--- src/rtl/plcbae_pkg.sv ---
`default_nettype none
// ----------------------------------------------------------------------------
// plcbae_pkg
// Shared widths, status codes and encoding constants of the logical binary
// address encoder.
// ----------------------------------------------------------------------------
package plcbae_pkg;

    localparam int COUNT_IN_W     = 4;
    localparam int LEVEL_IN_W     = 16;
    localparam int IN_LEVELS      = 7;
    localparam int S_TDATA_W      = 120;
    localparam int M_TDATA_W      = 8;

    localparam int STATUS_W       = 2;
    localparam int COUNT_W        = 3;
    localparam int LVL_W          = 10;

    localparam int MAX_LEVELS_DEF = 7;
    localparam int QUEUE_DEPTH    = 2;

    localparam logic [STATUS_W-1:0] STATUS_OK       = 2'd0;
    localparam logic [STATUS_W-1:0] STATUS_ZERO     = 2'd1;
    localparam logic [STATUS_W-1:0] STATUS_TOO_MANY = 2'd2;
    localparam logic [STATUS_W-1:0] STATUS_RANGE    = 2'd3;

    localparam logic [LEVEL_IN_W-1:0] LEVEL_LIMIT   = 16'd999;
    localparam logic [LVL_W-1:0]      SHORT_LIMIT   = 10'd254;
    localparam logic [M_TDATA_W-1:0]  ESCAPE_BYTE   = 8'hFF;

endpackage

`default_nettype wire

--- src/rtl/plcbae_front.sv ---
`default_nettype none
// ----------------------------------------------------------------------------
// plcbae_front
// Classifies an incoming address: checks the level count and the used level
// values and packs status, count and levels into one queue entry.
// ----------------------------------------------------------------------------
module plcbae_front
    import plcbae_pkg::*;
#(
    parameter int MAX_LEVELS = MAX_LEVELS_DEF,
    localparam int ENTRY_W   = STATUS_W + COUNT_W + MAX_LEVELS * LVL_W
) (
    input  wire logic [S_TDATA_W-1:0] s_tdata,
    output logic      [ENTRY_W-1:0]   entry
);

    logic [COUNT_IN_W-1:0]       count_in;
    logic [STATUS_W-1:0]         status;
    logic                        range_err;
    logic [MAX_LEVELS*LVL_W-1:0] levels_packed;
    logic [LEVEL_IN_W-1:0]       lv [MAX_LEVELS];

    assign count_in = s_tdata[COUNT_IN_W-1:0];

    for (genvar g = 0; g < MAX_LEVELS; g++) begin : g_lvl
        assign lv[g] = s_tdata[COUNT_IN_W + g*LEVEL_IN_W +: LEVEL_IN_W];
        assign levels_packed[g*LVL_W +: LVL_W] = lv[g][LVL_W-1:0];
    end

    always_comb begin
        range_err = 1'b0;
        for (int i = 0; i < MAX_LEVELS; i++) begin
            if ((COUNT_IN_W'(i) < count_in) && (lv[i] > LEVEL_LIMIT)) begin
                range_err = 1'b1;
            end
        end
        if (count_in == '0) begin
            status = STATUS_ZERO;
        end else if (count_in > COUNT_IN_W'(MAX_LEVELS)) begin
            status = STATUS_TOO_MANY;
        end else if (range_err) begin
            status = STATUS_RANGE;
        end else begin
            status = STATUS_OK;
        end
    end

    assign entry = {status, count_in[COUNT_W-1:0], levels_packed};

endmodule

`default_nettype wire

--- src/rtl/plcbae_queue.sv ---
`default_nettype none
// ----------------------------------------------------------------------------
// plcbae_queue
// Short register queue that decouples address classification from byte
// emission.
// ----------------------------------------------------------------------------
module plcbae_queue
    import plcbae_pkg::*;
#(
    parameter int WIDTH = 8,
    parameter int DEPTH = QUEUE_DEPTH
) (
    input  wire logic             aclk,
    input  wire logic             aresetn,
    input  wire logic             push,
    input  wire logic [WIDTH-1:0] push_data,
    output logic                  full,
    input  wire logic             pop,
    output logic                  head_valid,
    output logic      [WIDTH-1:0] head_data
);

    localparam int PTR_W = (DEPTH > 1) ? $clog2(DEPTH) : 1;
    localparam int CNT_W = $clog2(DEPTH + 1);

    logic [WIDTH-1:0] mem_reg [DEPTH];
    logic [PTR_W-1:0] wr_ptr_reg, wr_ptr_next;
    logic [PTR_W-1:0] rd_ptr_reg, rd_ptr_next;
    logic [CNT_W-1:0] cnt_reg, cnt_next;
    logic             do_push, do_pop;

    assign full       = (cnt_reg == CNT_W'(DEPTH));
    assign head_valid = (cnt_reg != '0);
    assign head_data  = mem_reg[rd_ptr_reg];
    assign do_push    = push && !full;
    assign do_pop     = pop && head_valid;

    always_comb begin
        wr_ptr_next = wr_ptr_reg;
        rd_ptr_next = rd_ptr_reg;
        cnt_next    = cnt_reg;
        if (do_push) begin
            wr_ptr_next = (wr_ptr_reg == PTR_W'(DEPTH - 1)) ? '0 : wr_ptr_reg + PTR_W'(1);
        end
        if (do_pop) begin
            rd_ptr_next = (rd_ptr_reg == PTR_W'(DEPTH - 1)) ? '0 : rd_ptr_reg + PTR_W'(1);
        end
        if (do_push && !do_pop) begin
            cnt_next = cnt_reg + CNT_W'(1);
        end else if (do_pop && !do_push) begin
            cnt_next = cnt_reg - CNT_W'(1);
        end
    end

    always_ff @(posedge aclk) begin
        if (!aresetn) begin
            wr_ptr_reg <= '0;
            rd_ptr_reg <= '0;
            cnt_reg    <= '0;
        end else begin
            wr_ptr_reg <= wr_ptr_next;
            rd_ptr_reg <= rd_ptr_next;
            cnt_reg    <= cnt_next;
        end
    end

    always_ff @(posedge aclk) begin
        if (do_push) begin
            mem_reg[wr_ptr_reg] <= push_data;
        end
    end

endmodule

`default_nettype wire

--- src/rtl/plcbae_back.sv ---
`default_nettype none
// ----------------------------------------------------------------------------
// plcbae_back
// Byte sequencer: walks the head entry and emits the mask byte, then each
// level as a short byte or an escape plus low and high byte (one zero byte
// for an error), one per cycle unless stalled, through an output register.
// ----------------------------------------------------------------------------
module plcbae_back
    import plcbae_pkg::*;
#(
    parameter int MAX_LEVELS = MAX_LEVELS_DEF,
    localparam int ENTRY_W   = STATUS_W + COUNT_W + MAX_LEVELS * LVL_W
) (
    input  wire logic                 aclk,
    input  wire logic                 aresetn,
    input  wire logic                 head_valid,
    input  wire logic [ENTRY_W-1:0]   head_data,
    output logic                      pop,
    output logic                      m_tvalid,
    input  wire logic                 m_tready,
    output logic      [M_TDATA_W-1:0] m_tdata,
    output logic                      m_tlast,
    output logic      [STATUS_W-1:0]  m_tuser
);

    localparam int IDX_W = (MAX_LEVELS > 1) ? $clog2(MAX_LEVELS) : 1;

    localparam logic [1:0] STEP_MASK = 2'd0;
    localparam logic [1:0] STEP_VAL  = 2'd1;
    localparam logic [1:0] STEP_LO   = 2'd2;
    localparam logic [1:0] STEP_HI   = 2'd3;

    logic [1:0]           step_reg, step_next;
    logic [IDX_W-1:0]     idx_reg, idx_next;
    logic                 valid_reg, valid_next;
    logic [M_TDATA_W-1:0] data_reg;
    logic                 last_reg;
    logic [STATUS_W-1:0]  user_reg;

    logic [STATUS_W-1:0]  h_status;
    logic [COUNT_W-1:0]   h_count;
    logic [LVL_W-1:0]     levels [MAX_LEVELS];
    logic [LVL_W-1:0]     cur_val;
    logic                 lvl_last;
    logic                 load;
    logic                 done;
    logic [M_TDATA_W-1:0] byte_out;
    logic                 last_out;

    assign h_status = head_data[ENTRY_W-1 -: STATUS_W];
    assign h_count  = head_data[MAX_LEVELS*LVL_W +: COUNT_W];

    for (genvar g = 0; g < MAX_LEVELS; g++) begin : g_lvl
        assign levels[g] = head_data[g*LVL_W +: LVL_W];
    end

    assign cur_val  = levels[idx_reg];
    assign lvl_last = ((COUNT_W'(idx_reg) + COUNT_W'(1)) == h_count);
    assign load     = head_valid && (!valid_reg || m_tready);
    assign pop      = load && done;

    always_comb begin
        byte_out  = '0;
        last_out  = 1'b0;
        done      = 1'b0;
        step_next = step_reg;
        idx_next  = idx_reg;
        if (h_status != STATUS_OK) begin
            last_out = 1'b1;
            done     = 1'b1;
        end else begin
            case (step_reg)
                STEP_MASK: begin
                    byte_out  = M_TDATA_W'((9'd1 << h_count) - 9'd1);
                    step_next = STEP_VAL;
                    idx_next  = '0;
                end
                STEP_VAL: begin
                    if (cur_val > SHORT_LIMIT) begin
                        byte_out  = ESCAPE_BYTE;
                        step_next = STEP_LO;
                    end else begin
                        byte_out = cur_val[M_TDATA_W-1:0];
                        if (lvl_last) begin
                            last_out = 1'b1;
                            done     = 1'b1;
                        end else begin
                            idx_next = idx_reg + IDX_W'(1);
                        end
                    end
                end
                STEP_LO: begin
                    byte_out  = cur_val[M_TDATA_W-1:0];
                    step_next = STEP_HI;
                end
                STEP_HI: begin
                    byte_out  = M_TDATA_W'(cur_val[LVL_W-1:M_TDATA_W]);
                    step_next = STEP_VAL;
                    if (lvl_last) begin
                        last_out = 1'b1;
                        done     = 1'b1;
                    end else begin
                        idx_next = idx_reg + IDX_W'(1);
                    end
                end
                default: begin
                    step_next = STEP_MASK;
                end
            endcase
        end
        if (done) begin
            step_next = STEP_MASK;
            idx_next  = '0;
        end
    end

    always_comb begin
        if (load) begin
            valid_next = 1'b1;
        end else if (m_tready) begin
            valid_next = 1'b0;
        end else begin
            valid_next = valid_reg;
        end
    end

    always_ff @(posedge aclk) begin
        if (!aresetn) begin
            step_reg  <= STEP_MASK;
            idx_reg   <= '0;
            valid_reg <= 1'b0;
        end else begin
            valid_reg <= valid_next;
            if (load) begin
                step_reg <= step_next;
                idx_reg  <= idx_next;
            end
        end
    end

    always_ff @(posedge aclk) begin
        if (load) begin
            data_reg <= byte_out;
            last_reg <= last_out;
            user_reg <= h_status;
        end
    end

    assign m_tvalid = valid_reg;
    assign m_tdata  = data_reg;
    assign m_tlast  = last_reg;
    assign m_tuser  = user_reg;

endmodule

`default_nettype wire

--- src/rtl/plc_logical_binary_address_encoder.sv ---
`default_nettype none
// ----------------------------------------------------------------------------
// plc_logical_binary_address_encoder
// Encodes one logical binary address per input transaction into a byte
// stream: a level mask, then each level as one byte or as 0xFF plus low and
// high byte; an invalid address yields one zero byte with an error status.
// ----------------------------------------------------------------------------
// An address takes one output byte per cycle while m_tready is high: 1 + sum
// over used levels of 1 (value up to 254) or 3 (value above 254), so 2 to 22
// bytes, and one byte for an error, all emitted by the back-end byte sequencer.
// Input transactions are taken in consecutive cycles while the two-entry queue
// between the classifier and the sequencer has room; a stalled output fills
// the queue after two addresses and then holds s_tready low until the
// sequencer finishes the address at its head.
module plc_logical_binary_address_encoder
    import plcbae_pkg::*;
#(
    parameter int MAX_LEVELS = MAX_LEVELS_DEF
) (
    input  wire logic                 aclk,
    input  wire logic                 aresetn,
    input  wire logic                 s_tvalid,
    output logic                      s_tready,
    // level_count[3:0], level_0[19:4], level_1[35:20], level_2[51:36],
    // level_3[67:52], level_4[83:68], level_5[99:84], level_6[115:100], zero pad
    input  wire logic [S_TDATA_W-1:0] s_tdata,
    output logic                      m_tvalid,
    input  wire logic                 m_tready,
    // out_byte[7:0]
    output logic      [M_TDATA_W-1:0] m_tdata,
    output logic                      m_tlast,
    // status[1:0]
    output logic      [STATUS_W-1:0]  m_tuser
);

    localparam int ENTRY_W = STATUS_W + COUNT_W + MAX_LEVELS * LVL_W;

    logic [ENTRY_W-1:0] entry;
    logic [ENTRY_W-1:0] head_data;
    logic               full;
    logic               head_valid;
    logic               pop;

    assign s_tready = !full;

    plcbae_front #(
        .MAX_LEVELS (MAX_LEVELS)
    ) u_front (
        .s_tdata (s_tdata),
        .entry   (entry)
    );

    plcbae_queue #(
        .WIDTH (ENTRY_W),
        .DEPTH (QUEUE_DEPTH)
    ) u_queue (
        .aclk       (aclk),
        .aresetn    (aresetn),
        .push       (s_tvalid),
        .push_data  (entry),
        .full       (full),
        .pop        (pop),
        .head_valid (head_valid),
        .head_data  (head_data)
    );

    plcbae_back #(
        .MAX_LEVELS (MAX_LEVELS)
    ) u_back (
        .aclk       (aclk),
        .aresetn    (aresetn),
        .head_valid (head_valid),
        .head_data  (head_data),
        .pop        (pop),
        .m_tvalid   (m_tvalid),
        .m_tready   (m_tready),
        .m_tdata    (m_tdata),
        .m_tlast    (m_tlast),
        .m_tuser    (m_tuser)
    );

endmodule

`default_nettype wire

--- config.mk ---
export PLATFORM = sky130hd
export DESIGN_NAME = plc_logical_binary_address_encoder
export DESIGN_NICKNAME = d
export VERILOG_FILES = /design/src/rtl/plcbae_pkg.sv /design/src/rtl/plcbae_front.sv /design/src/rtl/plcbae_queue.sv /design/src/rtl/plcbae_back.sv /design/src/rtl/plc_logical_binary_address_encoder.sv
export SDC_FILE = /design/constraint.sdc
export NUM_CORES = 1
export LEC_CHECK = 0
export ABC_AREA = 0
export BUFFER_PORTS_ARGS = -buffer_cell sky130_fd_sc_hd__buf_2
export CAP_MARGIN = 20
export CORE_ASPECT_RATIO = 1.4
export CORE_UTILIZATION = 51
export CTS_BUF_LIST = sky130_fd_sc_hd__clkbuf_2
export DETAILED_ROUTE_END_ITERATION = 7
export PLACE_DENSITY = 0.78
export SLEW_MARGIN = 20
export SYNTH_ARGS = -nofsm -noshare
export SYNTH_HDL_FRONTEND = slang
export SYNTH_SLANG_ARGS = --single-unit
--- constraint.sdc ---
create_clock -name aclk -period 14.45 [get_ports aclk]
set_input_delay 2.89 -clock aclk [delete_from_list [all_inputs] [get_ports aclk]]
set_output_delay 2.89 -clock aclk [all_outputs]
set_load 0.05 [all_outputs]
# After elaboration in Yosys (flattened, before gate mapping)
# Memories as Yosys holds them, arrays and structs flattened. A register that Yosys moved wholly into a read port is not among the register bits.
# Index checks and enable logic that the tools add are counted.
# W data, S select, Z words.
totals:
  in_bits: 124
  regBits: 21
  ramBits: 150
  wordCells: 109
  n_memories: 1
  output_inout_bits: 13
memory_table:
  columns: ["name", "depth", "width", "read_ports", "rd_clocked_by_memory_dff", "wr", "line", "rtl"]
  rows:
  - ["u_queue.mem_reg", 2, 75, 1, 1, 1, "plcbae_queue.sv:26", "logic [WIDTH-1:0] mem_reg [DEPTH];"]
op_classes:
  addsub: 6
  n_reduce_logical: 28
  order_cmp: 17
  mux: 38
  bitwise: 1
  eq_ne: 8
  shift: 1
op_table:
  columns: ["cell", "count"]
  rows:
  - ["$gt A16 B10 Y1 const B", 7]
  - ["$pmux W8 S4", 1]
  - ["$bmux W10 S3", 1]
  - ["$mux W10", 2]
  - ["$mux W1", 18]
  - ["$mux W2", 8]
  - ["$logic_and A1 B1 Y1", 13]
  - ["$lt A3 B4 Y1 const A", 3]
  - ["$mux W3", 4]
  - ["$gt A10 B8 Y1 const B", 1]
  - ["$pmux W3 S3", 1]
  - ["$lt A1 B4 Y1 const A", 2]
  - ["$lt A2 B4 Y1 const A", 2]
  - ["$mux W8", 1]
  - ["$reduce_bool A2 Y1", 4]
  - ["$shl A1 B3 Y8 const A", 1]
  - ["$sub A8 B1 Y8 const B", 1]
  - ["$eq A2 B2 Y1 const B", 3]
  - ["$pmux W2 S3", 1]
  - ["$ge A4 B4 Y1 const B", 1]
  - ["$gt A4 B3 Y1 const B", 1]
  - ["$logic_not A1 Y1", 4]
  - ["$logic_not A4 Y1", 1]
  - ["$not A3 Y4", 1]
  - ["16 further kinds", 17]

# Logic depth before layout (Yosys ltp)
# Gate-level depths: netlist of the first run.
depth:
  word_depth: 13
  mapped_depth: 15

# By module
# A second synthesis of the first run with hierarchy kept.
unflattened:
  hier_cells: 571
  area_unflattened_um2: 8247.9
by_module_without_submodules:
  columns: ["mod", "seq_area_each_um2", "area_each_um2", "instances", "cells_per_inst"]
  rows:
  - ["plcbae_queue", 4604.4, 5659.2, 1, 258]
  - ["plcbae_back", 450.4, 1700.4, 1, 190]
  - ["plcbae_front", 0.0, 884.6, 1, 122]
  - ["plc_logical_binary_address_encoder", 0.0, 3.8, 1, 1]

# Worst setup path before layout of the first run
# Ideal clock, no wire load.
synth_path:
  path_kind: "input to register"
  start: "input port s_tvalid"
  end: "memory u_queue.mem_reg[0][0] (netlist name) (enable)"
  path_slack_ns: 7.810
  arrival_time_ns: 6.131
  t_required_ns: 13.941
  setup_ns: 0.509
  path_stages: 2
  path_cell_list: "nand2_1 > nor2_1"
synth_via:
  elab_chain_cells: 3
synth_lines:
  columns: ["element", "line", "rtl"]
  rows:
  - ["start, declared", "plc_logical_binary_address_encoder.sv:22", "input wire logic s_tvalid,"]
  - ["$logic_and A1 B1 Y1", "plcbae_queue.sv:35", "assign do_push = push && !full;"]
  - ["$mux W1", "plcbae_queue.sv:68", "if (do_push) begin"]
  - ["$mux W1 (not written as such)", "plcbae_queue.sv:69", "mem_reg[wr_ptr_reg] <= push_data;"]
  - ["end, declared", "plcbae_queue.sv:26", null]
# Every way passes these cells.

# Worst setup path after layout of the first run
layout_path:
  start: "input port s_tdata[83]"
  end: "memory u_queue.mem_reg[1][74] (netlist name) (data pin)"
layout_via:
  elab_chain_cells: 8
layout_lines:
  columns: ["element", "line", "rtl"]
  rows:
  - ["start, declared", "plc_logical_binary_address_encoder.sv:26", "input wire logic [S_TDATA_W-1:0] s_tdata,"]
  - ["$gt A16 B10 Y1", "plcbae_front.sv:33", "if ((COUNT_IN_W'(i) < count_in) && (lv[i] > LEVEL_LIMIT)) begin"]
  - ["$logic_and A1 B1 Y1", "plcbae_front.sv:33", null]
  - ["$mux W1 (3 in a row)", "plcbae_front.sv:33", null]
  - ["$mux W2", "plcbae_front.sv:41", "end else if (range_err) begin"]
  - ["$mux W2", "plcbae_front.sv:39", "end else if (count_in > COUNT_IN_W'(MAX_LEVELS)) begin"]
  - ["$mux W2", "plcbae_front.sv:37", "if (count_in == '0) begin"]
  - ["net entry[74]", "plc_logical_binary_address_encoder.sv:38", "logic [ENTRY_W-1:0] entry;"]
# The timed path passes the listed nets, and every way through them passes these cells.

==> results by stage, run 1 <==
Global route:
- The via count of the first global-routing pass is 4850.
- Summed over all layers, the global routing overflow is 0.
- In the global route stage, overall resource usage came out at 21.5%.
- Entering global routing, the biggest net connects 76 pins.
- The first global-routing pass estimated 24.6 mm of wire.
- The number of antenna violations at the first check in global routing was 1.

Power and ir drop:
- The power density normalized to cell area is 146 nW/µm².
- The switching power share of the total is 31.1%.
- Combinational logic is responsible for 26.3% of the overall power.
- The clock share of power is 20.6%.
- The leakage power is 2.98 nW.
- The switching component of the power is 391 µW.
- Sequential cells account for 53.1% of the total power.
- VDD sags by at most 0.0000890 V.
- The cell-internal power is 866 µW.

Yosys:
- The Yosys step of the flow raised 0 warnings.
- After Yosys synthesis, and, or, nand and nor cells account for 7.36% of the synthesized area.
- The portion of netlist area occupied by mux cells is 11.3%.
- The sequential area share after synthesis is 66.9%.
- The post-synth net total is 606.
- The synthesis-stage register bit count is 172.
- After technology mapping, the gate count stands at 475.
- The dominant combinational cell family by area after synthesis is multiplexers.
- After synthesis, the largest area contributor takes up 64.0% of total cell area.
- The distinct cell type count of the synthesized netlist is 73.
- For this run, asynchronously set or reset flops after synthesis account for 0%.
- By area the synthesized netlist is led by edfxtp_1 64%, mux2i_1 5.0%, mux4_2 4.5%, dfxtp_1 2.9%, o21ai_0 1.5%.
- Of all cell types, the one taking the most synthesized area is edfxtp_1.
- The main flop type after synthesis is edfxtp_1.
- Summing the areas of all compound-gate instances in the mapped netlist gives 9.94% of the synthesized area.
- The average cell area after synthesis is 15.9 µm².
- Summing the areas of all xor and xnor instances in the mapped netlist gives 0.928% of the synthesized area.
- The number of enable-type register cells in the synthesized netlist is 161.
- The adder-cell share of the synthesized area is 1.16%.
- The post-synthesis instance area is 7550 µm².

CTS:
- After clock tree synthesis, the clock-pin slew on the worst setup and hold paths is 250 ps.
- For this design, the CTS-stage hold fixing added 0 buffers.
- The root buffer cell chosen for the clock tree is clkbuf_2.
- The total number of clock tree sinks is 172.
- The insertion delay to the later sink of the worst-skew pair is 720 ps.
- The number of resized instances in the post-cts repair step is 0.
- The H-tree depth is 4.
- TritonCTS built the clock tree.
- The number of buffers on the longest clock path is 2.
- In this run, CTS created clock tree buffers numbering 17.
- The post-CTS setup buffer count is 0.

Setup path:
- STA classifies the critical path startpoint as an input pin.
- In this run the worst path has a maximum fanout of 2.
- The arrival time reported for the critical path endpoint is 5110 ps.
- The critical path start-end classification is input pin to flip-flop.
- At the worst endpoint, the required time is 14940 ps.
- The kind of end point of the critical path is a flip-flop.

Timing:
- The fmax is 0.217 GHz.
- The share of the cycle needed by the critical path after routing is 31.9%.
- The post-route clock skew is 46.2 ps.
- The final hold violation count was 0.
- The worst path in the final design needs a cycle of 4610 ps, including I/O delays and setup.
- Setup violations remaining at the end of the flow were counted as 0.
- The worst-case headroom to the max-slew limit is 29.6%.
- For the pin with the worst max-slew slack, the measured transition is 1060 ps.
- The sum of negative setup slack is 0 ps.
- Setup repair after global routing left no endpoint under its margin.
- The number of max-slew violations in the final report was 0.

Routing:
- The post-route antenna net violation count is 0.
- The first routing iteration left 341 violations.
- The routed wire length is 15.8 mm.
- The total via count after detailed routing is 4780.
- The number of iterations in the first detailed-routing pass is 5.
- The average wire per standard cell is 19.3 µm.
- The post-route DRC violation count is 0.
- The number of vias per cell after detailed routing is 5.86.

Layout:
- In the final layout, the multi-input gates occupy 2330 µm².
- The number of flip-flops in the largest register is 150.
- The area added between synthesis and finish is 14.0%.
- The share of layout cells above drive strength 1 is 33.5%.
- The sequential cells in the finished layout cover a total of 5060 µm².
- The finished cells cover 8600 µm².
- The count of filler cells inserted in the layout is 1160.
- The net count reported at finish is 744.

Placement:
- The post-placement cell area is 8340 µm².
- The final HPWL from detailed placement is 11.1 mm.
- The total of buffers placed on input and output ports is 132.
- The last weighted congestion value of the routability-driven placer is 0.904.

Floorplan:
- The die covers 15300 µm².
- The horizontal extent of the die is 105 µm.
- For this design the top-level I/O count stands at 137.
- The die span in y is 146 µm.
- The floorplan row count is 52.
- The initial core utilization is 52.3%.
- The area of the placeable core is 14400 µm².

Flow run:
- Max-cap violations in this run came to 0.

Run status:
- The run finished with clean final reports.

Hold path:
- The worst hold path class is flip-flop to flip-flop.
-- per-layer routing --
layer | track usage [%] | vias to the layer above | part of all wire, %
met5 | 0 | - | 0
met4 | 9.08 | 0 | 2.9
met3 | 4.12 | 27 | 5.2
met2 | 39.1 | 209 | 55
met1 | 24.5 | 2332 | 37
li1 | - | 2212 | -
-- cells in the mapped netlist (all sizes together), types with 3 or more instances --
cell and n:
edfxtp 161, mux2i 39, o21ai 24, nor2 23
a21oi 19, nand2 18, mux4 17, buf 14
dfxtp 11, nor3 11, nand4 10, o22ai 8
ha 7, inv 7, or4 7, a22oi 6
mux2 6, o221ai 6, a211oi 5, o21a 5
xnor2 5, a221oi 4, a31oi 4, and3 4
nand2b 4, nor2b 4, a21o 3, clkbuf 3
nor4 3, o2bb2ai 3, o32ai 3, or2 3
xor2 3
-- power groups by stage --
stage,clock network (mW),logic (mW),registers [mW]
5_1_grt,0.282,0.356,0.674
3_5_place_dp,0,0.333,0.679
2_1_floorplan,0,0.219,0.719
6_report,0.259,0.330,0.667
4_1_cts,0.265,0.334,0.667
3_3_place_gp,0,0.324,0.672
-- kinds of logic (layout without fill, tap and decap cells) --
logic type,Yosys count,in the layout
xor gates and xnor gates,8,8
other,0,1
buffers and inverters,25,176
muxes,62,62
DFF,172,172
AOI/OAI and AO/OA,102,102
adders and majority gates,7,7
and+or+nand+nor,99,99
-- critical path, stage by stage --
cell and delay [ps]:
buf_2 90, or4_1 510, nor4_1 490, o21ai_0 250, o21a_1 220, o22ai_1 180
o221ai_1 170, or2_2 310
-- cells in the final DEF, fill, tap and decap left out, types with 3 or more instances in the layout --
| master | netlist | final |
|---|---|---|
| nor2_1 | 22 | 21 |
| edfxtp_1 | 161 | 161 |
| or4_1 | 7 | 7 |
| mux4_2 | 15 | 15 |
| bufinv_16 | 0 | 3 |
| nor2b_1 | 3 | 3 |
| a21oi_1 | 18 | 18 |
| o32ai_1 | 3 | 3 |
| xor2_1 | 3 | 3 |
| a31oi_1 | 4 | 4 |
| xnor2_1 | 5 | 5 |
| mux2_2 | 5 | 5 |
| a21o_1 | 3 | 3 |
| o22ai_1 | 6 | 6 |
| o21a_1 | 5 | 5 |
| clkinv_4 | 0 | 3 |
| buf_4 | 1 | 4 |
| o21ai_0 | 22 | 22 |
| nand4_1 | 10 | 10 |
| clkbuf_2 | 0 | 18 |
| nand2b_1 | 4 | 4 |
| ha_1 | 7 | 7 |
| nor3_1 | 10 | 10 |
| nand2_1 | 18 | 18 |
| o2bb2ai_1 | 3 | 3 |
| inv_1 | 7 | 7 |
| inv_6 | 0 | 3 |
| a211oi_1 | 5 | 5 |
| and3_1 | 4 | 3 |
| mux2i_1 | 38 | 38 |
| buf_2 | 7 | 132 |
| dfxtp_1 | 11 | 10 |
| o221ai_1 | 6 | 6 |
| clkinv_1 | 1 | 3 |
| a22oi_1 | 5 | 5 |
-- worst paths after layout --
| check | startpoint | endpoint | slack [ps] | cells after the start |
|---|---|---|---|---|
| worst max register to register | flip-flop | u_queue.cnt_reg[1] | 10590 | 11 |
| worst min-delay path | u_queue.rd_ptr_reg | u_queue.rd_ptr_reg | 510 | 2 |
| worst max-delay path | s_tdata[83] | u_queue.mem_reg[1][74] | 9840 | 8 |
| worst min register to register | u_queue.rd_ptr_reg | u_queue.rd_ptr_reg | 510 | 2 |
-- layout make-up --
type	instances	area share (%)
Clock inverter	14	1.95
Sequential cell	172	58.8
Multi-Input combinational cell	278	27.1
Timing Repair Buffer	136	8.03
Antenna cell	1	0.0291
Tap cell	189	2.75
Clock buffer	18	1.05
Inverter	8	0.349
-- per-stage QoR --
| step | std cells | hold slack (ps) | utilization [%] | worst slack [ps] | total power, mW |
|---|---|---|---|---|---|
| global route | 816 | 542 | 59.6 | 9780 | 1.31 |
| detailed placement | 783 | 465 | 57.8 | 9030 | 1.01 |
| CTS | 815 | 509 | 59.6 | 9850 | 1.27 |
| floorplan | 475 | 456 | - | 7810 | 0.938 |
| global placement | 783 | 453 | 57.8 | 9080 | 0.997 |
| finish | 816 | 505 | 59.6 | 9840 | 1.26 |
(Power assumes the default switching activity.)
==> run 2: changes to the inputs <==
ABC_AREA = 1   (was 0)
PLACE_DENSITY = 0.81   (was 0.78)
clock period = 3.8 ns   (was 14.45 ns; I/O delays follow)
==> run 2 against run 1 <==
Effect of this change: clock skew down 14 ps; setup slack worse by 9300 ps; largest cell class unchanged; final area up 3.7%; sequential power rose to 3.8 times the previous value; largest power group unchanged; register-to-register slack worse by 10000 ps; critical path depth up 11; utilization down 0.30 points; sequential share of layout area down 2.1 points; via count up 24%; count of clock-buffer cells in the layout down 1; critical endpoint is now u_queue.cnt_reg[1]; first-iteration DRC count up 28%; clock power rose to 3.7 times the previous value.
==> results by stage, run 2 <==
Run status:
- The flow ran to the end, and the final reports show no timing, DRC or antenna violations.

Power and ir drop:
- The maximum ir drop on the vdd rail is 0.000499 V (+460%).
- The power density normalized to cell area came to 597 nW/µm² (+310%).
- The leakage power is 3.90 nW (+31%).

Setup path:
- The number of cell instances on the worst register-to-register path came to 19 (+8).
- The endpoint identified for the worst register-to-register timing path is u_queue.cnt_reg[1].
- The worst setup path is of the flip-flop to flip-flop kind.
- The worst setup path is launched from a flip-flop.
- The buffers plus inverters on the worst setup path is 1 (unchanged).
- The cell that appears most often on the critical path is nand2_1.
- The slack of the worst reg-to-reg path came to 570 ps (-10020 ps).
- Walking the worst path, the cells encountered are buf_4 -> nand2_1 -> nand3_1 -> nand2_1 -> nand2_1 -> nand2_1 -> nand2_1 -> nand2_1 -> nand2_1 -> nor2_1 -> nand2_1 -> nand4_2 -> nand3_4 -> nand2_4 -> ha_1 -> a21oi_1 -> o21ai_0 -> o21ai_0 -> a21oi_1.
- The required time at the endpoint of the critical path is 4470 ps (-10470 ps).
- The family with the most delay on the worst path is simple AND/OR/NAND/NOR gates.
- The delay of the slowest cell on the worst path was 640 ps (+130 ps).
- The slowest stage cell on the critical path is buf_4.
- The arrival time reported for the critical path endpoint is 3910 ps (-1200 ps).
- The kind of end point of the critical path is a flip-flop.
- The largest fanout on the critical path is 77 (+75).

Routing:
- The number of vias per cell after detailed routing was 5.24 (-11%).
- The initial DRC count is 437 (+28%).
- The post-route DRC violation count is 0 (unchanged).
- The routed wire length is 17.6 mm (+12%).
- The average wire per standard cell is 15.6 µm (-19%).
- The total via count after detailed routing is 5914 (+24%).
- The post-route antenna net violation count was 0 (unchanged).
- The number of iterations in the first detailed-routing pass is 5 (unchanged).

Yosys:
- The commonest cells after synthesis are 225 x nand2_1, 161 x edfxtp_1, 95 x nor2_1, 94 x inv_1, 58 x nand3_1.
- The sequential area share after synthesis came to 64.0% (-2.9 points).
- The synthesis-stage register bit count is 172 (unchanged).
- The Yosys warning count is 0 (unchanged).
- The share of the synthesized area in the top cell type is 61.3% (-2.8 points).
- After synthesis, the cell types taking the most area are edfxtp_1 61%, nand2_1 11%, nor2_1 4.5%, inv_1 4.5%, nand3_1 3.7%.
- The number of enable-type register cells in the synthesized netlist is 161 (unchanged).
- edfxtp_1 takes more of the synthesized area than any other cell.
- The distinct cell type count of the synthesized netlist is 43 (-41%).
- The most common cell in the synthesized netlist is nand2_1.
- The post-synthesis instance area was 7890 µm² (+4.5%).
- The post-synth net total is 923 (+52%).
- The average cell area after synthesis is 9.97 µm² (-37%).
- The proportion of register bits with asynchronous set or reset after synthesis is 0% (unchanged).
- The synthesized instance count is 792 (+67%).
- The main flop type after synthesis is edfxtp_1.

Layout:
- The net count reported at finish was 1052 (+41%).
- The number of flip-flops in the largest register is 150 (unchanged).
- Leaving out fill and tap cells, the most frequent cell in the layout is nand2_1.
- The count of filler cells inserted in the layout is 1206 (+4.0%).
- The area growth from synthesis to layout is 13.0%.
- The library cells used most frequently in the layout, excluding fill and tap cells, are 225 x nand2_1, 161 x edfxtp_1, 132 x buf_2.
- The share of layout cells above drive strength 1 came to 20.4% (-13 points).

Floorplan:
- The count of pins on the block boundary is 137 (unchanged).
- The initial core utilization was 52.4% (+0.15 points).
- The horizontal extent of the die is 107 µm (+2.2%).
- The area of the placeable core came to 15100 µm² (+4.2%).
- The total die area is 16000 µm² (+4.5%).
- The die span in y was 149 µm (+2.2%).
- The floorplan row count was 53 (+1.9%).

Global route:
- The global-route wire length before repair is 27.2 mm (+11%).
- The number of antenna violations at the first check in global routing was 3 (+2).
- The largest net degree at the start of global routing is 78 (+2.6%).
- The via count of the first global-routing pass is 5612 (+16%).
- The total grt overflow came to 0 (unchanged).
- The aggregate global-route resource usage came to 23.0% (+1.5 points).

Hold path:
- The min-delay analysis places its worst path in the category input pin to flip-flop.
- The hold-critical path depth is 1 (-1).
- For hold timing, the worst endpoint is u_queue.mem_reg[0][40].
- The startpoint of the tightest hold check path is s_tdata[68].

Timing:
- The sum of negative setup slack is 0 ps (unchanged).
- The worst-case headroom to the max-slew limit is 44.4% (+15 points).
- Timing would allow up to 0.309 GHz.
- Setup repair after global routing left no endpoint under its margin.
- The measured slew at the worst slew-check pin is 824 ps (-233 ps).
- The final setup violation count is 0 (unchanged).
- The clock period minus final worst setup slack is 3230 ps.
- The post-route clock skew is 32.3 ps (-13.8 ps).
- The number of max-slew violations in the final report was 0 (unchanged).
- The setup slack after layout is 567 ps (-9270 ps).
- The final critical path takes up 85.1% of the cycle.
- The final hold violation count is 0 (unchanged).

Placement:
- The worst slack at placement came to 648 ps (-8380 ps).
- The final HPWL from detailed placement came to 11.8 mm (+5.6%).
- The total of buffers placed on input and output ports was 132 (unchanged).
- The last weighted congestion value of the routability-driven placer came to 0.825 (-8.8%).

CTS:
- The insertion delay to the later sink of the worst-skew pair was 740 ps (+20 ps).
- The root buffer cell is clkbuf_2.
- The H-tree depth is 4 (unchanged).
- The total number of clock tree sinks is 172 (unchanged).
- TritonCTS built the clock tree.
- The number of buffers on the longest clock path came to 2 (unchanged).
- The post-CTS setup buffer count is 0 (unchanged).
- The number of buffers inserted for hold repair after clock tree synthesis came to 0 (unchanged).
- The number of clock buffers inserted by TritonCTS was 17 (unchanged).
- The number of resized instances in the post-cts repair step is 0 (unchanged).
- The clock-pin slew on the worst setup and hold paths is 280 ps (+30 ps).

Flow run:
- The total of max-cap violations was 0 (unchanged).
==> run 2: where the power goes <==
part | internal, mW | leakage (nW) | switching, mW | total (mW)
Combinational | 0.502 | 2.17 | 1.32 | 1.82
Clock | 0.312 | 0.142 | 0.658 | 0.971
Sequential | 2.44 | 1.59 | 0.0930 | 2.53
Total | 3.25 | 3.90 | 2.07 | 5.32
==> run 2: cells by family after synthesis <==
family / count (synthesis) / share of synthesized area (%)
AO/OA/AOI/OAI: 71 / 5.17
XOR/XNOR: 6 / 0.666
adder cells (fa/ha/maj): 7 / 1.11
buffers and inverters: 129 / 7.39
flip-flops: 172 / 64.0
multiplexers: 2 / 0.254
AND/OR/NAND/NOR: 405 / 21.4
==> run 2: cell type report <==
type	instances	area (µm²)	share of cell area, %
timing repair buffer	138	718	8.05
sequential	172	5060	56.7
clock inverter	15	164	1.84
clock buffer	17	85.1	0.954
antenna	3	7.51	0.0841
inverter	101	382	4.28
tap	192	240	2.69
multi-input combinational	491	2270	25.4
==> run 2: worst reg2reg max path, delay by kind of cell, from the launching register on <==
kind	cells	cell delay, ps
buf+inv	1	640
fa+ha+maj	1	340
flops	1	410
simple gates	13	1340
compound gates	4	430
==> run 2: per-stage QoR <==
stage	util, %	cells	power (mW)	cell area, µm²	hold slack (ps)
2_1_floorplan	-	792	3.96	7900	458
3_3_place_gp	57.6	1094	4.34	8670	471
3_5_place_dp	57.6	1094	4.39	8670	488
4_1_cts	59.2	1126	5.34	8910	117
5_1_grt	59.3	1129	5.65	8920	89.7
6_report	59.3	1129	5.32	8920	168
==> run 2: how the worst max path moves through the flow <==
stage	cells after the start	startpoint	slack, ps	to
2_1_floorplan	4	u_queue.cnt_reg[0]	460	u_queue.mem_reg[1][0]
3_3_place_gp	18	flip-flop	730	u_queue.cnt_reg[1]
3_5_place_dp	19	flip-flop	650	u_queue.cnt_reg[1]
4_1_cts	18	flip-flop	590	u_queue.cnt_reg[1]
5_1_grt	18	flip-flop	290	u_queue.cnt_reg[1]
6_report	19	flip-flop	570	u_queue.cnt_reg[1]
==> run 2: metal layers <==
layer	track usage [%]	share of wire, %	vias to the layer above
met5	0	0	-
met1	25.2	37	2754
met2	41.1	54	235
met3	4.59	5.0	41
met4	13.2	4.0	0
li1	-	-	2884
==> run 3: changes to the inputs <==
RECOVER_POWER = 100   (was unset)
==> run 3 against run 2 <==
Effect of this change: the flow now finishes with violations (capacitance limit, slew limit); critical path depth did not move; global-route usage is the same; flip-flop and latch count unchanged; setup slack got worse by 110 ps; total power down 0.80%; critical path type unchanged; critical endpoint unchanged; largest power group unchanged.
==> results by stage, run 3 (synthesized netlist as in run 2, its figures left out) <==
Run status:
- The run finished, with violations left.
- The final reports fail on capacitance limit, slew limit.

Setup path:
- The critical path goes through buf_4 -> nand2_1 -> nand3_1 -> nand2_1 -> nand2_1 -> nand2_1 -> nand2_1 -> nand2_1 -> nand2_1 -> nor2_1 -> nand2_1 -> nand4_1 -> nand3_4 -> nand2_4 -> ha_1 -> a21oi_1 -> o21ai_0 -> o21ai_0 -> a21oi_1.
- The required time at the endpoint of the critical path is 4490 ps (+20 ps).
- The kind of end point of the critical path is a flip-flop.
- The buffers plus inverters on the worst setup path is 1 (unchanged).
- Counting stages on the worst path, the most repeated cell is nand2_1.
- The slowest stage of the critical path belongs to the cell buf_4.
- The largest fanout on the critical path was 77 (unchanged).
- The arrival time reported for the critical path endpoint is 4030 ps (+120 ps).
- Broken down by cell family, the worst path's largest delay share belongs to simple AND/OR/NAND/NOR gates.
- The worst setup path is of the flip-flop to flip-flop kind.
- The delay of the slowest cell on the worst path came to 660 ps (+20 ps).
- The worst setup path is launched from a flip-flop.

Global route:
- The global-route wire length before repair was 27.2 mm (unchanged).
- The total grt overflow came to 0 (unchanged).
- The aggregate global-route resource usage was 23.0% (unchanged).
- The via count of the first global-routing pass is 5612 (unchanged).
- The number of antenna violations at the first check in global routing came to 1 (-2).
- The largest net degree at the start of global routing is 78 (unchanged).

Floorplan:
- The area of the placeable core is 15100 µm² (unchanged).
- The die span in y was 149 µm (unchanged).
- The total die area was 16000 µm² (unchanged).
- The floorplan row count was 53 (unchanged).
- The initial core utilization came to 52.4% (unchanged).
- The count of pins on the block boundary is 137 (unchanged).
- The horizontal extent of the die is 107 µm (unchanged).

Timing:
- The final setup violation count is 0 (unchanged).
- The clock period minus final worst setup slack was 3340 ps (+110 ps).
- The sum of negative setup slack came to 0 ps (unchanged).
- The share of the cycle needed by the critical path after routing is 88.0% (+2.9 points).
- The worst-case headroom to the max-slew limit came to -35.8% (-80 points).
- The measured slew at the worst slew-check pin came to 2040 ps (+1210 ps).
- The fmax was 0.299 GHz (-3.3%).
- The final hold violation count is 0 (unchanged).
- The post-route clock skew is 38.4 ps (+6.12 ps).
- The number of max-slew violations in the final report is 76 (+76).
- Setup repair after global routing left no endpoint under its margin.

Routing:
- The number of iterations in the first detailed-routing pass is 5 (unchanged).
- The average wire per standard cell is 15.5 µm (-0.39%).
- The initial DRC count is 414 (-5.3%).
- The topmost layer with routed signal wires is met4.
- The met3 routed wirelength was 961 µm (+8.8%).
- The met2 wire length was 9.30 mm (-1.8%).
- The detailed-routing wirelength on met1 is 6.42 mm (-1.5%).
- The total via count after detailed routing was 5897 (-0.29%).
- The post-route antenna net violation count is 0 (unchanged).
- The post-route DRC violation count is 0 (unchanged).
- The routed wire length came to 17.5 mm (-0.48%).
- The number of vias per cell after detailed routing is 5.23 (-0.20%).

Hold path:
- The worst hold path class is input pin to flip-flop.
- The startpoint of the tightest hold check path is s_tdata[21].

Layout:
- Leaving out fill and tap cells, the most frequent cell in the layout is nand2_1.
- The post-route standard cell area excluding fillers came to 8780 µm² (-1.6%).
- The number of flip-flops in the largest register is 150 (unchanged).
- The net count reported at finish is 1052 (unchanged).
- The share of layout cells above drive strength 1 is 11.5% (-9.0 points).
- The area added between synthesis and finish is 11.3%.
- In the layout the commonest cells are 226 x nand2_1, 161 x edfxtp_1, 96 x inv_1.

Power and ir drop:
- The leakage power was 3.66 nW (-5.9%).
- The maximum ir drop on the vdd rail is 0.000389 V (-22%).
- The power density normalized to cell area was 601 nW/µm² (+0.78%).

CTS:
- The number of buffers inserted for hold repair after clock tree synthesis is 0 (unchanged).
- The clock-pin slew on the worst setup and hold paths is 280 ps (about the same).
- The clock tree from TritonCTS is done.
- The insertion delay to the later sink of the worst-skew pair is 750 ps (about the same).
- Clock tree synthesis selected as its root buffer the cell clkbuf_2.
- The number of clock buffers inserted by TritonCTS is 17 (unchanged).
- The post-CTS setup buffer count came to 0 (unchanged).
- The number of buffers on the longest clock path came to 2 (unchanged).
- The number of resized instances in the post-cts repair step was 0 (unchanged).
- The total number of clock tree sinks was 172 (unchanged).
- The H-tree depth is 4 (unchanged).

Flow run:
- The total of max-cap violations came to 1 (+1).

Placement:
- The final HPWL from detailed placement is 11.8 mm (unchanged).
- The post-placement cell area came to 8670 µm² (unchanged).
- The last weighted congestion value of the routability-driven placer is 0.825 (unchanged).
- The total of buffers placed on input and output ports is 132 (unchanged).
-- run 3: cell count changes in the layout (fill, tap and decap cells not counted), moves of 2 or more --
cell and delta:
clkbuf_1 +78, buf_4 -3, inv_2 -2, inv_1 +2
clkbuf_2 +3, buf_2 -77
-- run 3: final timing paths --
check,to,slack [ps],depth (start not counted)
setup / recovery,u_queue.cnt_reg[1],460,19
hold / removal,u_queue.mem_reg[0][11],160,1
setup reg to reg,u_queue.cnt_reg[1],460,19
hold reg to reg,u_queue.cnt_reg[1],510,2
-- run 3: area by class of cell --
| type | count | area (µm²) |
|---|---|---|
| multi-input combinational | 491 | 2250 |
| fill | 1248 | 6270 |
| tap | 192 | 240 |
| timing repair buffer | 138 | 598 |
| clock buffer | 17 | 85.1 |
| inverter | 101 | 382 |
| sequential | 172 | 5050 |
| clock inverter | 15 | 164 |
| antenna | 2 | 5.00 |
-- run 3: routing by layer --
metal  up-vias  GRT usage, %
li1       2887             -
met3        51          4.59
met4         0          13.2
met5         -             0
met2       231          41.1
met1      2728          25.2
-- run 3: where the power goes --
part | internal (mW) | switching [mW] | total, mW
logic | 0.458 | 1.31 | 1.77
registers | 2.45 | 0.0940 | 2.54
clock network | 0.313 | 0.656 | 0.968
-- run 3: worst reg2reg max path: cells and delay by family, from the launching register on --
family,cells,cell delay (ps)
flops,1,440
buf+inv,1,660
compound gates,4,430
simple gates,13,1380
fa+ha+maj,1,360
-- run 3: per-stage QoR --
| step | worst slack, ps | hold slack [ps] | power [mW] | utilization, % | std cells |
|---|---|---|---|---|---|
| 2_1_floorplan | 460 | 458 | 3.96 | - | 792 |
| 3_3_place_gp | 726 | 471 | 4.34 | 57.6 | 1094 |
| 3_5_place_dp | 648 | 488 | 4.39 | 57.6 | 1094 |
| 4_1_cts | 594 | 117 | 5.34 | 59.2 | 1126 |
| 5_1_grt | 152 | 79.0 | 5.61 | 58.3 | 1127 |
| 6_report | 457 | 157 | 5.28 | 58.3 | 1128 |
